**src/rsp_pkg.sv**
```systemverilog
package rsp_pkg;

  // Fixed field widths of the byte stream and of the result item.
  localparam int unsigned BYTE_W   = 8;
  localparam int unsigned ADDR_W   = 6;
  localparam int unsigned LEN_W    = 6;
  localparam int unsigned S_DATA_W = 8;
  localparam int unsigned M_DATA_W = 40;
  localparam int unsigned M_USER_W = 2;

  // Parser phase codes.
  localparam logic [2:0] PH_STOPPED = 3'd0;
  localparam logic [2:0] PH_HEADER  = 3'd1;
  localparam logic [2:0] PH_TYPE    = 3'd2;
  localparam logic [2:0] PH_LEN     = 3'd3;
  localparam logic [2:0] PH_PAYLOAD = 3'd4;

  // Range of SDES item types that are recognised (CNAME through NOTE).
  localparam logic [BYTE_W-1:0] TYPE_NULL      = 8'd0;
  localparam logic [BYTE_W-1:0] TYPE_KNOWN_MIN = 8'd1;
  localparam logic [BYTE_W-1:0] TYPE_KNOWN_MAX = 8'd7;

  // One packet byte with its framing marks.
  typedef struct packed {
    logic              last_byte;
    logic              first_byte;
    logic [BYTE_W-1:0] pkt_byte;
  } in_item_t;

  // One result item.
  typedef struct packed {
    logic              parse_done;
    logic              known_type;
    logic [LEN_W-1:0]  item_length;
    logic [ADDR_W-1:0] item_offset;
    logic [BYTE_W-1:0] item_type;
    logic              item_valid;
    logic [BYTE_W-1:0] store_data;
    logic [ADDR_W-1:0] store_addr;
    logic              store_valid;
  } res_item_t;

endpackage

```
**src/rsp_in_reg.sv**
```systemverilog
module rsp_in_reg (
  input  logic              clk_i,
  input  logic              rst_ni,
  input  logic              load_i,
  input  rsp_pkg::in_item_t item_i,
  input  logic              take_i,
  output logic              valid_o,
  output rsp_pkg::in_item_t item_o
);
  import rsp_pkg::*;

  logic     valid_q;
  logic     valid_d;
  in_item_t item_q;

  // Occupancy: a load refills the stage, a take without a load empties it.
  always_comb begin
    valid_d = valid_q;
    if (load_i) begin
      valid_d = 1'b1;
    end else if (take_i) begin
      valid_d = 1'b0;
    end
  end

  always_ff @(posedge clk_i or negedge rst_ni) begin
    if (!rst_ni) begin
      valid_q <= 1'b0;
    end else begin
      valid_q <= valid_d;
    end
  end

  // Payload needs no reset.
  always_ff @(posedge clk_i) begin
    if (load_i) begin
      item_q <= item_i;
    end
  end

  assign valid_o = valid_q;
  assign item_o  = item_q;

endmodule

```
**src/rsp_core.sv**
```systemverilog
module rsp_core #(
  parameter int unsigned BUF_BYTES    = 64,
  parameter int unsigned HEADER_BYTES = 8
) (
  input  logic               clk_i,
  input  logic               rst_ni,
  input  logic               step_i,
  input  rsp_pkg::in_item_t  item_i,
  output rsp_pkg::res_item_t res_o
);
  import rsp_pkg::*;

  localparam int unsigned PW    = $clog2(BUF_BYTES);
  localparam int unsigned HCW   = $clog2(HEADER_BYTES);
  localparam int unsigned SUM_W = ((PW > BYTE_W) ? PW : BYTE_W) + 1;

  logic [2:0]        phase_q, phase_d;
  logic [HCW-1:0]    hdr_cnt_q, hdr_cnt_d;
  logic [PW-1:0]     wr_ptr_q, wr_ptr_d;
  logic [PW-1:0]     item_start_q, item_start_d;
  logic [BYTE_W-1:0] cur_type_q, cur_type_d;
  logic [BYTE_W-1:0] cur_len_q, cur_len_d;
  logic [BYTE_W-1:0] bytes_left_q, bytes_left_d;
  logic              cur_kept_q, cur_kept_d;

  // Working copies of the state, cleared when a first byte restarts the parse.
  logic [2:0]        ph;
  logic [HCW-1:0]    hc;
  logic [PW-1:0]     wp;
  logic [PW-1:0]     ist;
  logic [BYTE_W-1:0] ct;
  logic [BYTE_W-1:0] cl;
  logic [BYTE_W-1:0] bl;
  logic              ck;

  logic [HCW:0]          hc_inc;
  logic [SUM_W-1:0]      room_sum;
  logic                  fits;
  logic [BYTE_W-1:0]     bl_dec;
  logic [PW+ADDR_W-1:0]  wp_ext;
  logic [PW+ADDR_W-1:0]  ist_ext;
  logic [PW+ADDR_W-1:0]  wp_len_ext;
  logic [BYTE_W-1:0]     b;
  logic                  last;
  res_item_t             res;

  assign b    = item_i.pkt_byte;
  assign last = item_i.last_byte;

  always_comb begin
    if (item_i.first_byte) begin
      ph  = PH_HEADER;
      hc  = '0;
      wp  = '0;
      ist = '0;
      ct  = '0;
      cl  = '0;
      bl  = '0;
      ck  = 1'b0;
    end else begin
      ph  = phase_q;
      hc  = hdr_cnt_q;
      wp  = wr_ptr_q;
      ist = item_start_q;
      ct  = cur_type_q;
      cl  = cur_len_q;
      bl  = bytes_left_q;
      ck  = cur_kept_q;
    end
  end

  // Helper values for the header count, the room check and address fields.
  assign hc_inc     = {1'b0, hc} + {{HCW{1'b0}}, 1'b1};
  assign room_sum   = SUM_W'(wp) + SUM_W'(b);
  assign fits       = room_sum < SUM_W'(BUF_BYTES);
  assign bl_dec     = (bl != '0) ? (bl - 8'd1) : bl;
  assign wp_ext     = {{ADDR_W{1'b0}}, wp};
  assign ist_ext    = {{ADDR_W{1'b0}}, ist};
  assign wp_len_ext = {{PW{1'b0}}, b[LEN_W-1:0]};

  // Parse step: next state and the result item for this byte.
  always_comb begin
    phase_d      = ph;
    hdr_cnt_d    = hc;
    wr_ptr_d     = wp;
    item_start_d = ist;
    cur_type_d   = ct;
    cur_len_d    = cl;
    bytes_left_d = bl;
    cur_kept_d   = ck;
    res          = '0;
    case (ph)
      PH_HEADER: begin
        if (hc_inc >= (HCW+1)'(HEADER_BYTES)) begin
          hdr_cnt_d = '0;
          phase_d   = PH_TYPE;
        end else begin
          hdr_cnt_d = hc_inc[HCW-1:0];
        end
        if (last) begin
          phase_d        = PH_STOPPED;
          res.parse_done = 1'b1;
        end
      end
      PH_TYPE: begin
        cur_type_d = b;
        if (b == TYPE_NULL || last) begin
          phase_d        = PH_STOPPED;
          res.parse_done = 1'b1;
        end else begin
          phase_d = PH_LEN;
        end
      end
      PH_LEN: begin
        cur_len_d    = b;
        bytes_left_d = b;
        item_start_d = wp;
        cur_kept_d   = fits;
        if (b == '0) begin
          if (fits) begin
            res.item_valid  = 1'b1;
            res.item_type   = ct;
            res.item_offset = wp_ext[ADDR_W-1:0];
            res.item_length = wp_len_ext[LEN_W-1:0];
            res.known_type  = (ct >= TYPE_KNOWN_MIN) && (ct <= TYPE_KNOWN_MAX);
          end
          phase_d = PH_TYPE;
          if (last) begin
            phase_d        = PH_STOPPED;
            res.parse_done = 1'b1;
          end
        end else if (last) begin
          phase_d        = PH_STOPPED;
          res.parse_done = 1'b1;
        end else begin
          phase_d = PH_PAYLOAD;
        end
      end
      PH_PAYLOAD: begin
        if (ck) begin
          res.store_valid = 1'b1;
          res.store_addr  = wp_ext[ADDR_W-1:0];
          res.store_data  = b;
          wr_ptr_d        = wp + PW'(1);
        end
        bytes_left_d = bl_dec;
        if (bl_dec == '0) begin
          if (ck) begin
            res.item_valid  = 1'b1;
            res.item_type   = ct;
            res.item_offset = ist_ext[ADDR_W-1:0];
            res.item_length = cl[LEN_W-1:0];
            res.known_type  = (ct >= TYPE_KNOWN_MIN) && (ct <= TYPE_KNOWN_MAX);
          end
          phase_d = PH_TYPE;
          if (last) begin
            phase_d        = PH_STOPPED;
            res.parse_done = 1'b1;
          end
        end else if (last) begin
          // Item cut short by the end of the packet: rewind the write pointer.
          wr_ptr_d       = ist;
          phase_d        = PH_STOPPED;
          res.parse_done = 1'b1;
        end
      end
      PH_STOPPED: begin
        phase_d = PH_STOPPED;
      end
      default: begin
        phase_d = PH_STOPPED;
      end
    endcase
  end

  // Parser state advances only when a byte moves on to the result register.
  always_ff @(posedge clk_i or negedge rst_ni) begin
    if (!rst_ni) begin
      phase_q      <= PH_STOPPED;
      hdr_cnt_q    <= '0;
      wr_ptr_q     <= '0;
      item_start_q <= '0;
      cur_type_q   <= '0;
      cur_len_q    <= '0;
      bytes_left_q <= '0;
      cur_kept_q   <= 1'b0;
    end else if (step_i) begin
      phase_q      <= phase_d;
      hdr_cnt_q    <= hdr_cnt_d;
      wr_ptr_q     <= wr_ptr_d;
      item_start_q <= item_start_d;
      cur_type_q   <= cur_type_d;
      cur_len_q    <= cur_len_d;
      bytes_left_q <= bytes_left_d;
      cur_kept_q   <= cur_kept_d;
    end
  end

  assign res_o = res;

endmodule

```
**src/rsp_out_reg.sv**
```systemverilog
module rsp_out_reg (
  input  logic               clk_i,
  input  logic               rst_ni,
  input  logic               load_i,
  input  rsp_pkg::res_item_t res_i,
  input  logic               ready_i,
  output logic               valid_o,
  output rsp_pkg::res_item_t res_o
);
  import rsp_pkg::*;

  logic      valid_q;
  logic      valid_d;
  res_item_t res_q;

  // A new result replaces the held one; a transfer without a load empties it.
  always_comb begin
    valid_d = valid_q;
    if (load_i) begin
      valid_d = 1'b1;
    end else if (ready_i) begin
      valid_d = 1'b0;
    end
  end

  always_ff @(posedge clk_i or negedge rst_ni) begin
    if (!rst_ni) begin
      valid_q <= 1'b0;
    end else begin
      valid_q <= valid_d;
    end
  end

  always_ff @(posedge clk_i) begin
    if (load_i) begin
      res_q <= res_i;
    end
  end

  assign valid_o = valid_q;
  assign res_o   = res_q;

endmodule

```
**src/rtcp_sdes_item_parser.sv**
```systemverilog
// Channel  Direction  Signals                       Contents
// s_axis   in         tvalid tready tdata tuser     one packet byte
//                     tlast                         tlast = last byte of packet
// m_axis   out        tvalid tready tdata tuser     one result per packet byte
//                     tlast                         tlast = parsing has ended
//
// Each byte passes from its transfer in through the input register, then
// through the parse logic into the result register.
// One byte is accepted every cycle while the result side takes one per cycle.
// Reset clears the parser to its stopped phase and empties both registers.
// A stalled result side holds the result register; the input register still
// takes one more byte before the input side stalls.
module rtcp_sdes_item_parser #(
  parameter int unsigned BUF_BYTES    = 64,
  parameter int unsigned HEADER_BYTES = 8
) (
  input  logic                          clk_i,
  input  logic                          rst_ni,
  input  logic                          s_axis_tvalid_i,
  output logic                          s_axis_tready_o,
  // pkt_byte [7:0]
  input  logic [rsp_pkg::S_DATA_W-1:0]  s_axis_tdata_i,
  // first_byte
  input  logic                          s_axis_tuser_i,
  // last_byte
  input  logic                          s_axis_tlast_i,
  output logic                          m_axis_tvalid_o,
  input  logic                          m_axis_tready_i,
  // store_addr [5:0], store_data [13:6], item_type [21:14], item_offset [27:22],
  // item_length [33:28], known_type [34], zero [39:35]
  output logic [rsp_pkg::M_DATA_W-1:0]  m_axis_tdata_o,
  // store_valid [0], item_valid [1]
  output logic [rsp_pkg::M_USER_W-1:0]  m_axis_tuser_o,
  // parse_done
  output logic                          m_axis_tlast_o
);
  import rsp_pkg::*;

  in_item_t  s_item;
  in_item_t  held_item;
  res_item_t step_res;
  res_item_t out_res;
  logic      held_valid;
  logic      out_valid;
  logic      advance;
  logic      s_xfer;

  // A byte moves into the result register when that register is free or drains.
  assign advance         = held_valid && (!out_valid || m_axis_tready_i);
  assign s_axis_tready_o = !held_valid || advance;
  assign s_xfer          = s_axis_tvalid_i && s_axis_tready_o;

  assign s_item.pkt_byte   = s_axis_tdata_i;
  assign s_item.first_byte = s_axis_tuser_i;
  assign s_item.last_byte  = s_axis_tlast_i;

  rsp_in_reg u_in_reg (
    .clk_i   (clk_i),
    .rst_ni  (rst_ni),
    .load_i  (s_xfer),
    .item_i  (s_item),
    .take_i  (advance),
    .valid_o (held_valid),
    .item_o  (held_item)
  );

  rsp_core #(
    .BUF_BYTES    (BUF_BYTES),
    .HEADER_BYTES (HEADER_BYTES)
  ) u_core (
    .clk_i  (clk_i),
    .rst_ni (rst_ni),
    .step_i (advance),
    .item_i (held_item),
    .res_o  (step_res)
  );

  rsp_out_reg u_out_reg (
    .clk_i   (clk_i),
    .rst_ni  (rst_ni),
    .load_i  (advance),
    .res_i   (step_res),
    .ready_i (m_axis_tready_i),
    .valid_o (out_valid),
    .res_o   (out_res)
  );

  // Pack the result fields onto the master side.
  assign m_axis_tvalid_o = out_valid;
  assign m_axis_tdata_o  = {5'b0, out_res.known_type, out_res.item_length,
                            out_res.item_offset, out_res.item_type,
                            out_res.store_data, out_res.store_addr};
  assign m_axis_tuser_o  = {out_res.item_valid, out_res.store_valid};
  assign m_axis_tlast_o  = out_res.parse_done;

endmodule

```
**config.mk**
```make
export PLATFORM = sky130hd
export DESIGN_NAME = rtcp_sdes_item_parser
export DESIGN_NICKNAME = d
export VERILOG_FILES = /design/src/rsp_pkg.sv /design/src/rsp_in_reg.sv /design/src/rsp_core.sv /design/src/rsp_out_reg.sv /design/src/rtcp_sdes_item_parser.sv
export SDC_FILE = /design/constraint.sdc
export NUM_CORES = 1
export LEC_CHECK = 0
export ABC_AREA = 1
export BUFFER_PORTS_ARGS = -buffer_cell sky130_fd_sc_hd__buf_2
export CAP_MARGIN = 5
export CORE_AREA = 4 4 135 137
export CTS_CLUSTER_SIZE = 25
export DETAILED_ROUTE_END_ITERATION = 10
export DIE_AREA = 0 0 139 141
export PLACE_DENSITY = 0.44
export SLEW_MARGIN = 0
export SYNTH_ARGS = -nofsm -noshare
export SYNTH_HDL_FRONTEND = slang
export SYNTH_SLANG_ARGS = --single-unit
```
**constraint.sdc**
```tcl
create_clock -name clk_i -period 5.25 [get_ports clk_i]
set_input_delay 1.05 -clock clk_i [delete_from_list [all_inputs] [get_ports clk_i]]
set_output_delay 1.05 -clock clk_i [all_outputs]
set_load 0.05 [all_outputs]
```
# Yosys cells after proc, flatten, opt, wreduce, memory -nomap -nowiden
# Index checks and enable logic that the tools add are counted.
# Widths: inputs -> output; s select.
word_totals:
  register_bits: 91
  latch_bits: 0
  mem_bits_rw: 0
  rom_bits: 0
  out_inout_bits: 45
  memories: 0
classes:
  n_addsub: 4
  n_mul: 0
  n_div: 0
  n_lt_le_gt_ge: 4
  n_eq_ne: 4
  shifts: 0
  n_mux: 42
  n_bitwise: 0
  n_reduce_logical: 15
op_table:
  columns: ["cell", "count"]
  rows:
  - ["$mux 22", 4]
  - ["$mux 6", 9]
  - ["$pmux 22 s2", 1]
  - ["$mux 8", 4]
  - ["$mux 3", 10]
  - ["$logic_not 8->1", 2]
  - ["$pmux 8 s2", 1]
  - ["$pmux 3 s4", 1]
  - ["$add 6x8->9", 1]
  - ["$lt 9x7->1 const B", 1]
  - ["$mux 1", 9]
  - ["$ge 8x1->1 const B", 1]
  - ["$le 8x3->1 const B", 1]
  - ["$reduce_bool 8->1", 1]
  - ["$sub 8x1->8 const B", 1]
  - ["$add 6x1->6 const B", 1]
  - ["$eq 3x2->1 const B", 2]
  - ["$add 3x1->4 const B", 1]
  - ["$ge 4x4->1 const B", 1]
  - ["$mux 2", 2]
  - ["$reduce_bool 2->1", 2]
  - ["$eq 3x1->1 const B", 1]
  - ["$eq 3x3->1 const B", 1]
  - ["$logic_and 1x1->1", 3]
  - ["5 further kinds", 8]

# Logic depth before layout (Yosys ltp)
depth:
  depth_word: 6
  mapped_depth: 17
  ltp_nobuf: 16

# Modules after synthesis
# A second synthesis with hierarchy kept.
unflattened:
  hier_cells: 553
  area_unflattened_um2: 4694.5
modules_own_cells:
  columns: ["mod", "instances", "cells_per_inst", "area_per_inst_um2", "seq_area_each_um2"]
  rows:
  - ["rsp_core", 1, 484, 3108.0, 1026.0]
  - ["rsp_out_reg", 1, 43, 1181.1, 1166.1]
  - ["rsp_in_reg", 1, 15, 340.3, 325.3]
  - ["rtcp_sdes_item_parser", 1, 11, 65.1, 0.0]

# Least setup slack after synthesis
# Ideal clock, no wire load.
synth_timing:
  path_type: "input port to flip-flop"
  startpoint: "in m_axis_tready_i"
  endpoint: "reg u_out_reg.res_q (netlist bit u_out_reg.res_o[0]) (enable)"
  setup_time_ps: 415
  t_arrival_ps: 2802
  slack_ps: 2032
  cell_stages: 6
  cell_sequence: "inv_1 nand2_1 nand2_1 inv_1 clkbuf_1 clkbuf_1"
synth_between:
  elab_chain_cells: 2
synth_rtl:
  columns: ["element", "line_no", "source"]
  rows:
  - ["from (decl)", "rtcp_sdes_item_parser.sv:28", "input logic m_axis_tready_i,"]
  - ["$logic_or 1x1->1", "rtcp_sdes_item_parser.sv:49", "assign advance = held_valid && (!out_valid || m_axis_tready_i);"]
  - ["$logic_and 1x1->1", "rtcp_sdes_item_parser.sv:49", null]
  - ["net advance", "rtcp_sdes_item_parser.sv:45", "logic advance;"]
  - ["to (signal assigned)", "rsp_out_reg.sv:36", "res_q <= res_i;"]
  - ["to (decl)", "rsp_out_reg.sv:14", "res_item_t res_q;"]
# The timed path passes the listed nets, and every way through them passes these cells.
# A chain may end at the register's enable or synchronous reset.

==> impl_metrics.json <==
{
  "status": "complete, no violations",
  "clockRootBuffer": "clkbuf_16",
  "grt_overflow": 0,
  "remaining_drc_errors": 0,
  "synth.cell_area_sq_um": 4667,
  "critical_path_class": "reg2reg",
  "slew-limit-headroom_pct": 28.79,
  "crit_top_cell": "nand2_1",
  "cp.arrival_ps": 3500,
  "power.total_w": 0.002135,
  "critical_path.max_fanout": 32,
  "numPortBuffers": 53,
  "p_int_w": 0.001378,
  "crit_start": "u_in_reg.item_o[8]",
  "crit-reg2reg-launch": "u_in_reg.item_o[8]",
  "crit_required_ps": 5460,
  "swShare_pct": 35.49,
  "leakage_nw": 2.374,
  "synth_edf_count": 48,
  "hold_depth": 2,
  "seqPwrFrac_pct": 42.7,
  "postCtsSetupBuffers": 0,
  "worst_slew_pin_slew_ps": 1068,
  "critPathSlowestCell": "inv_2",
  "vdd_drop_max_mv": 0.1367,
  "p_per_area_nw_per_um2": 391.6,
  "ys.flop_type": "edfxtp_1",
  "p_switching_w": 0.0007577,
  "dr_total_vias": 3868,
  "highest_layer": "met4",
  "dieWidth_microns": 139,
  "max_stage_delay_ps": 480,
  "fin_skew_ps": 9.428,
  "drtAntennaViolNets": 0,
  "antenna_found_initial": 0,
  "hold_viol": 0,
  "timing.rr.end": "u_out_reg.res_o[18]",
  "cts_resized": 0,
  "final_cell_mix": "nand2_1 (127), nor2_1 (69), inv_1 (63)",
  "wl_microns": 13000,
  "first_global_vias": 3923,
  "period_share_pct": 62.73,
  "wl_per_cell_microns": 15.61,
  "finalSetupViolations": 0,
  "area_delta_synth_final_pct": 16.84,
  "setup_tns_ps": 0,
  "nets": 620,
  "cts_tree": "built",
  "worstSkewPairLatency_ps": 360,
  "drive_gt1_share_pct": 15.95,
  "max_freq_mhz": 303.7,
  "fp-row-count": 48,
  "hold_buffers": 0,
  "path_clk_slew_ps": 70,
  "critPathCapture": "u_out_reg.res_o[18]",
  "wl_met3_microns": 566,
  "io_pins": 59,
  "min_path_type": "reg2reg",
  "core_area_sq_um": 17060,
  "yosysWarnings": 0,
  "drtIter0Drc": 428,
  "start_util_pct": 27.36,
  "drv_cap": 0,
  "synth_cell_types": 37,
  "start_kind": "register",
  "drt-vias-per-instance": 4.643,
  "die_h_microns": 141,
  "rsz0062_at_grt": "no",
  "async_reset_ff_share_pct": 47.25,
  "r2r_cells": 14,
  "post-dp-hpwl_microns": 9069,
  "ys_ff_latch": 91,
  "avgSynthCellArea_sq_um": 8.394,
  "htree_num_levels": 3,
  "die_area_sq_um": 19600,
  "synthCells": 556,
  "cts_buffer_depth": 2,
  "reg2reg_slack_ps": 1960,
  "first_pass_iters": 5,
  "clockPowerShare_pct": 32.0,
  "grt_use_total_pct": 13.81,
  "gp_congestion": 0.7904,
  "wl_met1_microns": 5854,
  "final_common_cell": "nand2_1",
  "end_kind": "register",
  "combPwrFrac_pct": 25.3,
  "clkSinkCount": 91,
  "cts_buffers": 9,
  "grt_pass1_wl_microns": 21290,
  "antenna_cells": 0,
  "wl_met2_microns": 6408,
  "min_period_ps": 3293,
  "worstPathCellList": "inv_2 > nand2_2 > ha_1 > nand3_1 > inv_1 > nand2_2 > nand2_1 > nand2_1 > nand2_1 > nor2_4 > nand3_2 > nand2_1 > inv_2 > nor2_1",
  "slew_viol_final": 0,
  "grt_max_degree": 57,
  "yosysSeqAreaShare_pct": 53.94
}
-- state kept, by name (all words and copies together) (netlist names) --
| register | cells |
|---|---|
| u_core.bytes_left_q | 8 |
| u_core.cur_kept_q | 1 |
| u_core.cur_len_q | 6 |
| u_core.cur_type_q | 8 |
| u_core.hdr_cnt_q | 3 |
| u_core.item_start_q | 6 |
| u_core.phase_q | 3 |
| u_core.wr_ptr_q | 6 |
| u_in_reg.item_o | 10 |
| u_in_reg.valid_o | 1 |
| u_out_reg.res_o | 38 |
| u_out_reg.valid_o | 1 |
-- worst min-delay path by stage --
stage | start | to | slack [ps]
2_1_floorplan | u_core.phase_q[1] | u_core.phase_q[1] | 450
3_3_place_gp | u_core.cur_type_q[7] | u_core.cur_type_q[7] | 460
3_5_place_dp | u_core.cur_type_q[7] | u_core.cur_type_q[7] | 470
4_1_cts | u_core.cur_type_q[7] | u_core.cur_type_q[7] | 490
5_1_grt | u_core.cur_type_q[7] | u_core.cur_type_q[7] | 500
6_report | u_core.bytes_left_q[7] | u_core.bytes_left_q[7] | 480
-- metal layers --
metal | vias up | global-route usage (%)
met4 | 0 | 3.656
met1 | 1854 | 17.58
met5 | - | 0
li1 | 1923 | -
met2 | 80 | 23.63
met3 | 11 | 3.358
-- synthesized netlist by cell type (4+ instances only) --
master / count / area, sq um
a21oi_1: 25 / 125.1
a31oi_1: 8 / 50.05
buf_4: 6 / 45.04
clkbuf_1: 16 / 60.06
dfrtp_1: 43 / 1076
edfxtp_1: 48 / 1441
inv_1: 64 / 240.2
nand2_1: 127 / 476.7
nand2_2: 8 / 50.05
nand3_1: 41 / 205.2
nand4_1: 5 / 31.28
nor2_1: 69 / 259.0
nor3_1: 4 / 20.02
o21ai_0: 45 / 225.2
o21ai_1: 7 / 35.03
-- kinds of logic (layout without fill, tap and decap cells) --
group,count (synthesis),count (layout),synth area share (%)
adder cells (fa/ha/maj),3,3,0.8044
AND/OR/NAND/NOR,263,263,24.26
multiplexers,1,1,0.2413
other,1,5,0.08035
AO/OA/AOI/OAI,100,100,11.88
flip-flops,91,91,53.94
buffers and inverters,94,142,8.230
XOR/XNOR,3,3,0.5631
-- layout make-up --
cell class,instances,area (sq um)
timing repair buffer,59,310.3
clock inverter,6,72.57
inverter,67,251.5
sequential,91,2517
tap,225,281.5
multi-input combinational,375,1780
clock buffer,10,239.0
fill,1829,11600
-- stage by stage --
| stage | worst slack [ps] | cells | util, % | hold slack [ps] | area, sq um |
|---|---|---|---|---|---|
| floorplan | 2032 | 560 | - | 448.8 | 4682 |
| CTS | 1981 | 833 | 31.97 | 485.3 | 5453 |
| global placement | 1968 | 817 | 30.14 | 464.6 | 5141 |
| finish | 1957 | 833 | 31.97 | 484.6 | 5453 |
| detailed placement | 1926 | 817 | 30.14 | 465.3 | 5141 |
| global route | 1699 | 833 | 31.97 | 502.1 | 5453 |
-- worst max-delay path, delay by kind of cell (launching register included) --
family | cells | cell delay (ps)
AND/OR/NAND/NOR | 10 | 1750
buffers and inverters | 3 | 690
flip-flops | 1 | 400
adder cells (fa/ha/maj) | 1 | 280
-- power by group through the flow --
stage	combinational (W)	clock (W)	sequential (W)
2_1_floorplan	0.000298	0	0.00103
3_3_place_gp	0.000542	0	0.000924
3_5_place_dp	0.000545	0	0.000925
4_1_cts	0.000547	0.000703	0.000911
5_1_grt	0.000598	0.000735	0.000923
6_report	0.000541	0.000684	0.000911
No activity file was read; power rests on OpenSTA's default activity.
